--- src/rtl/irm_pkg.sv ---
// Package for the incremental reachability matrix.
// Holds the node count, field widths and the sequencer state type.
// No dependencies; every other file in rtl/ imports it.
package irm_pkg;

    // Number of nodes; each row of the matrix has one bit per node.
    localparam int NODE_COUNT = 64;

    // Field widths fixed by the transaction format.
    localparam int NODE_W = 6;
    localparam int ACT_W  = 1;

    // Row address width follows the node count.
    localparam int ADDR_W = $clog2(NODE_COUNT);

    // Action codes.
    localparam logic [ACT_W-1:0] ACT_ADD   = 1'b0;
    localparam logic [ACT_W-1:0] ACT_QUERY = 1'b1;

    typedef logic [NODE_W-1:0]     t_node;
    typedef logic [ADDR_W-1:0]     t_addr;
    typedef logic [NODE_COUNT-1:0] t_row;

    // Sequencer states, one-hot.
    typedef enum logic [4:0] {
        S_IDLE = 5'b00001,
        S_QRY  = 5'b00010,
        S_CHK  = 5'b00100,
        S_WALK = 5'b01000,
        S_DONE = 5'b10000
    } t_state;

endpackage

--- src/rtl/irm_in_if.sv ---
// Input channel of the reachability matrix: valid/ready plus one request.
// Depends on irm_pkg for the field widths.
interface irm_in_if;
    import irm_pkg::*;

    logic             valid;
    logic             ready;
    logic [ACT_W-1:0] action;
    t_node            src_node;
    t_node            dst_node;

    modport source (output valid, output action, output src_node, output dst_node,
                    input ready);
    modport sink   (input valid, input action, input src_node, input dst_node,
                    output ready);
endinterface

--- src/rtl/irm_out_if.sv ---
// Output channel of the reachability matrix: valid/ready plus one result.
// Depends on irm_pkg by convention; the payload is two single bits.
interface irm_out_if;
    import irm_pkg::*;

    logic valid;
    logic ready;
    logic answer;
    logic invalid;

    modport source (output valid, output answer, output invalid, input ready);
    modport sink   (input valid, input answer, input invalid, output ready);
endinterface

--- src/rtl/incremental_reachability_matrix.sv ---
// Top level of the incremental reachability matrix (transitive closure bit matrix).
// Depends on irm_pkg and on the interfaces irm_in_if and irm_out_if.
//
//   channel | dir | payload                      | handshake
//   i_in    | in  | action, src_node, dst_node   | valid/ready
//   o_out   | out | answer, invalid              | valid/ready
//
// A query passes from the accepting idle state through S_QRY and S_DONE to the output
// register. An accepted add edge reads the destination row, checks it in S_CHK and, if
// no cycle is found, walks rows 0 to NODE_COUNT-1 in S_WALK through the matrix memory
// (one read port, one write port), one row read per cycle and written back when it
// reaches the source. A rejected add edge goes from S_CHK to S_DONE, and an invalid
// one goes straight from the idle state to S_DONE.
// Reset is synchronous and active low; it clears one valid flag per row, so the
// matrix reads as all zeros at once without a clearing pass.
// A new transaction is accepted while a finished result still waits in the output
// register; a result that finds the output register occupied waits in S_DONE.
module incremental_reachability_matrix (
    input  logic i_clk,
    input  logic i_rst_n,
    irm_in_if.sink    i_in,
    irm_out_if.source o_out
);
    import irm_pkg::*;

    // Sequencer and request registers.
    t_state      r_state, n_state;
    t_addr       r_src, r_dst;
    logic        r_inrange;
    t_addr       r_k;
    t_row        r_gain;
    logic        r_ans;
    logic        r_inv;

    // Output register.
    logic        r_ovld;
    logic        r_oans;
    logic        r_oinv;

    // Matrix memory, per-row valid flags and the registered read port.
    t_row        mem [NODE_COUNT];
    logic [NODE_COUNT-1:0] r_row_vld;
    t_row        r_rdata;
    logic        r_rd_vld;

    logic        rd_en;
    t_addr       rd_addr;
    logic        wr_en;
    t_row        row_eff;
    logic        acc;
    logic        src_ok;
    logic        dst_ok;
    logic        walk_hit;
    logic        out_free;

    // Range checks on the incoming node indexes.
    assign src_ok = {1'b0, i_in.src_node} < (NODE_W + 1)'(NODE_COUNT);
    assign dst_ok = {1'b0, i_in.dst_node} < (NODE_W + 1)'(NODE_COUNT);

    assign acc      = i_in.valid && i_in.ready;
    assign out_free = !r_ovld || o_out.ready;

    // A row never written reads as all zeros.
    assign row_eff  = r_rd_vld ? r_rdata : '0;
    assign walk_hit = (r_k == r_src) || row_eff[r_src];
    assign wr_en    = (r_state == S_WALK) && walk_hit;

    assign i_in.ready = (r_state == S_IDLE);

    // Read requests: the origin row for a query, the destination row for an add,
    // then rows 0 to NODE_COUNT-1 in turn, row 0 from S_CHK and the rest during the walk.
    always_comb begin
        rd_en   = 1'b0;
        rd_addr = r_k;
        case (r_state)
            S_IDLE: begin
                rd_en   = acc;
                rd_addr = (i_in.action == ACT_QUERY) ? i_in.src_node[ADDR_W-1:0]
                                                     : i_in.dst_node[ADDR_W-1:0];
            end
            S_CHK: begin
                rd_en   = 1'b1;
                rd_addr = '0;
            end
            S_WALK: begin
                rd_en   = (r_k != ADDR_W'(NODE_COUNT - 1));
                rd_addr = r_k + ADDR_W'(1);
            end
            default: begin
                rd_en   = 1'b0;
                rd_addr = r_k;
            end
        endcase
    end

    // Next-state logic.
    always_comb begin
        n_state = r_state;
        case (r_state)
            S_IDLE: begin
                if (acc) begin
                    if (i_in.action == ACT_QUERY) begin
                        n_state = S_QRY;
                    end else if (!src_ok || !dst_ok || i_in.src_node == i_in.dst_node) begin
                        n_state = S_DONE;
                    end else begin
                        n_state = S_CHK;
                    end
                end
            end
            S_QRY: begin
                n_state = S_DONE;
            end
            S_CHK: begin
                n_state = row_eff[r_src] ? S_DONE : S_WALK;
            end
            S_WALK: begin
                if (r_k == ADDR_W'(NODE_COUNT - 1)) begin
                    n_state = S_DONE;
                end
            end
            S_DONE: begin
                if (out_free) begin
                    n_state = S_IDLE;
                end
            end
            default: begin
                n_state = S_IDLE;
            end
        endcase
    end

    // Control registers.
    always_ff @(posedge i_clk) begin
        if (!i_rst_n) begin
            r_state   <= S_IDLE;
            r_ovld    <= 1'b0;
            r_row_vld <= '0;
        end else begin
            r_state <= n_state;
            if (wr_en) begin
                r_row_vld[r_k] <= 1'b1;
            end
            if (r_state == S_DONE && out_free) begin
                r_ovld <= 1'b1;
            end else if (o_out.ready) begin
                r_ovld <= 1'b0;
            end
        end
    end

    // Request, walk and result registers.
    always_ff @(posedge i_clk) begin
        case (r_state)
            S_IDLE: begin
                if (acc) begin
                    r_src     <= i_in.src_node[ADDR_W-1:0];
                    r_dst     <= i_in.dst_node[ADDR_W-1:0];
                    r_inrange <= src_ok && dst_ok;
                    r_ans     <= 1'b0;
                    r_inv     <= (i_in.action == ACT_ADD) &&
                                 (!src_ok || !dst_ok || i_in.src_node == i_in.dst_node);
                end
            end
            S_QRY: begin
                r_ans <= r_inrange && row_eff[r_dst];
            end
            S_CHK: begin
                // The destination already reaching the source means a cycle.
                r_ans  <= row_eff[r_src];
                r_gain <= row_eff | (t_row'(1) << r_dst);
                r_k    <= '0;
            end
            S_WALK: begin
                r_k <= r_k + ADDR_W'(1);
            end
            S_DONE: begin
                if (out_free) begin
                    r_oans <= r_ans;
                    r_oinv <= r_inv;
                end
            end
            default: begin
                r_k <= r_k;
            end
        endcase
    end

    // Matrix memory: one write and one read per cycle, read data registered.
    always_ff @(posedge i_clk) begin
        if (wr_en) begin
            mem[r_k] <= row_eff | r_gain;
        end
        if (rd_en) begin
            r_rdata  <= mem[rd_addr];
            r_rd_vld <= r_row_vld[rd_addr];
        end
    end

    assign o_out.valid   = r_ovld;
    assign o_out.answer  = r_oans;
    assign o_out.invalid = r_oinv;

    // A new result reaches the output register only from the completion state.
    a_out_from_done: assert property (@(posedge i_clk) disable iff (!i_rst_n)
        $rose(r_ovld) |-> $past(r_state == S_DONE))
        else $error("output valid rose outside the completion state");

    // The walk always starts at row zero.
    a_walk_start: assert property (@(posedge i_clk) disable iff (!i_rst_n)
        (r_state == S_CHK && n_state == S_WALK) |=> (r_k == '0))
        else $error("row walk did not start at row zero");

    // The added reach set never contains the source, so the walk set is stable.
    a_gain_no_src: assert property (@(posedge i_clk) disable iff (!i_rst_n)
        (r_state == S_WALK) |-> !r_gain[r_src])
        else $error("reach set added during the walk holds the source node");

    // Each walk cycle writes at most the row that its read returned.
    a_walk_write: assert property (@(posedge i_clk) disable iff (!i_rst_n)
        wr_en |-> (r_state == S_WALK && $past(rd_en)))
        else $error("matrix write without a preceding row read");

endmodule
--- src/flat_wrapper.sv ---
// flat-port wrapper written by rule: the top's interface ports become plain ports
module incremental_reachability_matrix_flat import irm_pkg::*;
  (i_clk, i_rst_n, i_in_valid, i_in_action, i_in_src_node, i_in_dst_node, i_in_ready, o_out_valid, o_out_answer, o_out_invalid, o_out_ready);
  irm_in_if i_in_i ();
  irm_out_if o_out_i ();
  input  logic i_clk;
  input  logic i_rst_n;
  input wire logic [$bits(i_in_i.valid)-1:0] i_in_valid;
  input wire logic [$bits(i_in_i.action)-1:0] i_in_action;
  input wire logic [$bits(i_in_i.src_node)-1:0] i_in_src_node;
  input wire logic [$bits(i_in_i.dst_node)-1:0] i_in_dst_node;
  output wire logic [$bits(i_in_i.ready)-1:0] i_in_ready;
  output wire logic [$bits(o_out_i.valid)-1:0] o_out_valid;
  output wire logic [$bits(o_out_i.answer)-1:0] o_out_answer;
  output wire logic [$bits(o_out_i.invalid)-1:0] o_out_invalid;
  input wire logic [$bits(o_out_i.ready)-1:0] o_out_ready;
  assign i_in_i.valid = i_in_valid;
  assign i_in_i.action = i_in_action;
  assign i_in_i.src_node = i_in_src_node;
  assign i_in_i.dst_node = i_in_dst_node;
  assign i_in_ready = i_in_i.ready;
  assign o_out_valid = o_out_i.valid;
  assign o_out_answer = o_out_i.answer;
  assign o_out_invalid = o_out_i.invalid;
  assign o_out_i.ready = o_out_ready;
  incremental_reachability_matrix u_core (.i_clk(i_clk), .i_rst_n(i_rst_n), .i_in(i_in_i), .o_out(o_out_i));
endmodule
--- config.mk ---
export PLATFORM = sky130hd
export DESIGN_NAME = incremental_reachability_matrix_flat
export DESIGN_NICKNAME = d
export VERILOG_FILES = /design/src/rtl/irm_pkg.sv /design/src/rtl/irm_in_if.sv /design/src/rtl/irm_out_if.sv /design/src/rtl/incremental_reachability_matrix.sv /design/src/flat_wrapper.sv
export SDC_FILE = /design/constraint.sdc
export NUM_CORES = 2
export LEC_CHECK = 0
export BUFFER_PORTS_ARGS = -buffer_cell sky130_fd_sc_hd__buf_2
export CORE_MARGIN = 10
export CORE_UTILIZATION = 35
export DETAILED_ROUTE_END_ITERATION = 8
export PLACE_DENSITY = 0.61
export SETUP_SLACK_MARGIN = 0.02
export SLEW_MARGIN = 40
export SYNTH_ARGS = -nofsm -noshare
export SYNTH_HDL_FRONTEND = slang
export SYNTH_SLANG_ARGS = --single-unit
--- constraint.sdc ---
create_clock -name i_clk -period 9.86 [get_ports i_clk]
set_clock_uncertainty 0.1 [all_clocks]
set_input_delay 1.479 -clock i_clk [delete_from_list [all_inputs] [get_ports i_clk]]
set_output_delay 1.479 -clock i_clk [all_outputs]
set_load 0.02 [all_outputs]
==> impl_metrics.py <==
metrics = {
    "run_status": {
        "outcome": "completed",
    },
    "floorplan": {
        "core_area_mm2": 0.475,
        "rows": 253,
        "pin_count": 21,
        "initial_core_util_pct": 35.1,
        "die_x_um": 710,
        "die_h_um": 710,
        "die_area_mm2": 0.504,
    },
    "yosys": {
        "ys.flop_type": "edfxtp_1",
        "ys_top_cells_by_area": "edfxtp_1 77%, mux4_2 7.2%, nand2_1 3.5%",
        "yosysMostFrequentCell": "edfxtp_1",
        "syn_nets": 9494,
        "yosysTopAreaCell": "edfxtp_1",
        "synth.yosys.seq_area_share_pct": 77.4,
        "ys_ff_latch": 4317,
        "yosysUniqueCellTypes": 72,
        "synth_top_area_share_pct": 76.6,
        "syn_area_per_cell_um2": 17.6,
        "async_reset_ff_share_pct": 0,
        "syn_area_mm2": 0.167,
        "yosys_warnings": 0,
        "synthCells": 9476,
        "synth_edf_count": 4247,
        "yosys-top-cells-count": "4247 x edfxtp_1, 1555 x nand2_1, 536 x mux4_2",
    },
    "cells_and_area": {
        "post-route-util_pct": 39.9,
        "multi_input_area_mm2": 0.0362,
        "ff_latch_area_mm2": 0.129,
        "drive_gt1_share_pct": 16.1,
        "syn_to_final_growth_pct": 13.6,
        "fillerInstances": 41800,
        "final_cells": 16200,
        "nNetsFinal": 9637,
    },
    "setup_path": {
        "crit_path_end_kind": "register",
        "crit_type": "reg -> reg",
        "worstReg2RegStart": "u_core.r_src[3]",
        "ff2ff_setup_slack_ns": 4.06,
        "reg2reg_depth": 12,
        "startpoint_type": "register",
        "crit_arrival_ns": 6.29,
        "cp_data_required_time_ns": 10.35,
        "critPathLaunch": "u_core.r_src[3]",
        "regToRegEndpoint": "u_core.mem[23][59]",
        "endpoint": "u_core.mem[23][59]",
        "critPathMaxFanout": 58,
    },
    "routing": {
        "via_per_inst": 5.95,
        "drt_iter0_drc": 14900,
        "route.vias.total": 96500,
        "wire_per_inst_um": 32.4,
        "ant_nets": 0,
        "drc_errors": 0,
        "dr.pass1.iters": 8,
        "wl_um": 525000,
    },
    "hold_path": {
        "hold_depth": 0,
        "hp-start": "u_core.r_ans",
        "min_path_type": "reg -> reg",
    },
    "clock_tree": {
        "numCtsBuffers": 414,
        "clk_pin_slew_ns": 0.06,
        "cts-root-buf": "clkbuf_16",
        "clkLatencyLatePin_ns": 0.99,
        "clk_path_buf_depth": 4,
        "clock_sinks": 4317,
        "hold_buffers": 0,
        "post_cts_buffers": 0,
        "cts-htree-levels": 5,
        "post_cts_resized": 0,
        "cts_tree": "done",
    },
    "timing": {
        "rsz0062_at_grt": "false",
        "max_freq_mhz": 172,
        "final.setup.tns_ns": 0,
        "tightest_slew_ns": 1.00,
        "min_period_over_period_pct": 58.8,
        "slew_headroom_pct": 33.2,
        "hold_viol": 0,
        "hold_slack_ns": 0.305,
        "drv_slew": 0,
        "finalSetupViolCount": 0,
        "fin_crit_ns": 5.80,
    },
    "global_route": {
        "use_met3_pct": 4.90,
        "grtUsageMet1_pct": 27.0,
        "antenna_found_initial": 18,
        "grt_max_degree": 159,
        "overflow": 0,
        "grt_pass1_wl_um": 727000,
        "grt_util_met2_pct": 31.1,
        "grt_pass1_vias": 92700,
        "grtUsageTotal_pct": 20.1,
        "top_usage_layer": "met2",
    },
    "run": {
        "max_cap_viol_count": 0,
    },
    "placed_design": {
        "port_buffers": 20,
        "dpl.hpwl_um": 267000,
        "dp.cells": 15400,
        "place_congestion": 0.878,
    },
    "power_and_ir_drop": {
        "power_leakage_nw": 59.9,
        "vdd_drop_max_v": 0.000182,
        "p_per_area_mw_per_mm2": 223,
    },
}
-- layout make-up --
cell class,instances,area share [%]
Sequential cell,4317,68.2
Multi-Input combinational cell,4560,19.1
Clock buffer,507,5.78
Tap cell,6247,4.13
Timing Repair Buffer,314,1.65
Clock inverter,240,1.10
Inverter,12,0.0251
Antenna cell,10,0.0132
-- layer usage --
metal	share of wire [%]	up-vias	wire length (um)
met5	0.011	-	57
met4	5.1	8	26900
met3	13	1297	66700
met2	45	6730	237000
met1	37	50400	194000
li1	-	38100	-
-- worst max-delay path, cell delays in order (launching register included) --
cell and delay (ns):
edfxtp_1 0.88, nor2_1 0.20, a22oi_1 0.25, nand2_1 0.09, o311ai_0 0.35, a21oi_1 0.28
a2bb2oi_4 0.21, buf_6 0.33, or3_1 0.37, buf_4 0.23, nor2_4 0.71, buf_4 0.66
buf_4 0.63
-- sequential cells by signal (all words and copies together), names as in the netlist --
register / count
u_core.mem: 4096
u_core.o_out.answer: 1
u_core.o_out.invalid: 1
u_core.o_out.valid: 1
u_core.r_ans: 1
u_core.r_dst: 6
u_core.r_gain: 64
u_core.r_inv: 1
u_core.r_k: 6
u_core.r_rd_vld: 1
u_core.r_rdata: 64
u_core.r_row_vld: 64
u_core.r_src: 6
u_core.r_state: 5
-- how the worst min path moves through the flow --
stage	end	slack (ns)
floorplan	u_core.o_out.answer	0.30
global placement	u_core.o_out.invalid	0.31
detailed placement	u_core.o_out.invalid	0.31
CTS	u_core.o_out.answer	0.30
global route	u_core.o_out.answer	0.32
finish	u_core.o_out.answer	0.30
-- power by group --
| part | internal, mW | switching (mW) |
|---|---|---|
| combinational | 1.87 | 3.94 |
| sequential | 20.6 | 0.315 |
| clock | 8.64 | 6.85 |
| total | 31.1 | 11.1 |
-- cells in the final DEF (no fill, tap or decap), types with 70 or more instances in the layout --
master | netlist | final
edfxtp_1 | 4247 | 4247
nand2_1 | 1555 | 1550
mux4_2 | 536 | 536
clkbuf_16 | 0 | 424
mux2i_1 | 410 | 410
a21oi_1 | 401 | 399
nand3_1 | 297 | 295
nand4_1 | 198 | 198
buf_4 | 7 | 186
o21ai_0 | 143 | 143
a22oi_1 | 133 | 133
o22ai_1 | 129 | 129
clkinv_1 | 1 | 101
clkbuf_1 | 399 | 82
clkinv_2 | 0 | 75
dfxtp_1 | 70 | 70
-- metrics by stage --
stage / worst slack, ns / total power [mW] / area [um2]
after detailed placement: 3.24 / 27.0 / 176000
after floorplan: 0.715 / 24.7 / 167000
after global placement: 3.23 / 26.9 / 175000
after CTS: 3.92 / 42.2 / 189000
final: 4.06 / 42.2 / 189000
after global routing: 3.88 / 43.3 / 189000
-- logic make-up after synthesis --
family / Yosys count / share of synthesized area [%]
flops: 4317 / 77.4
simple gates: 2398 / 6.53
compound gates: 1194 / 4.69
mux: 952 / 9.75
buf+inv: 599 / 1.52
xor+xnor: 15 / 0.0789
fa+ha+maj: 1 / 0.00751
Note: power is estimated with default switching activity, not from simulation.
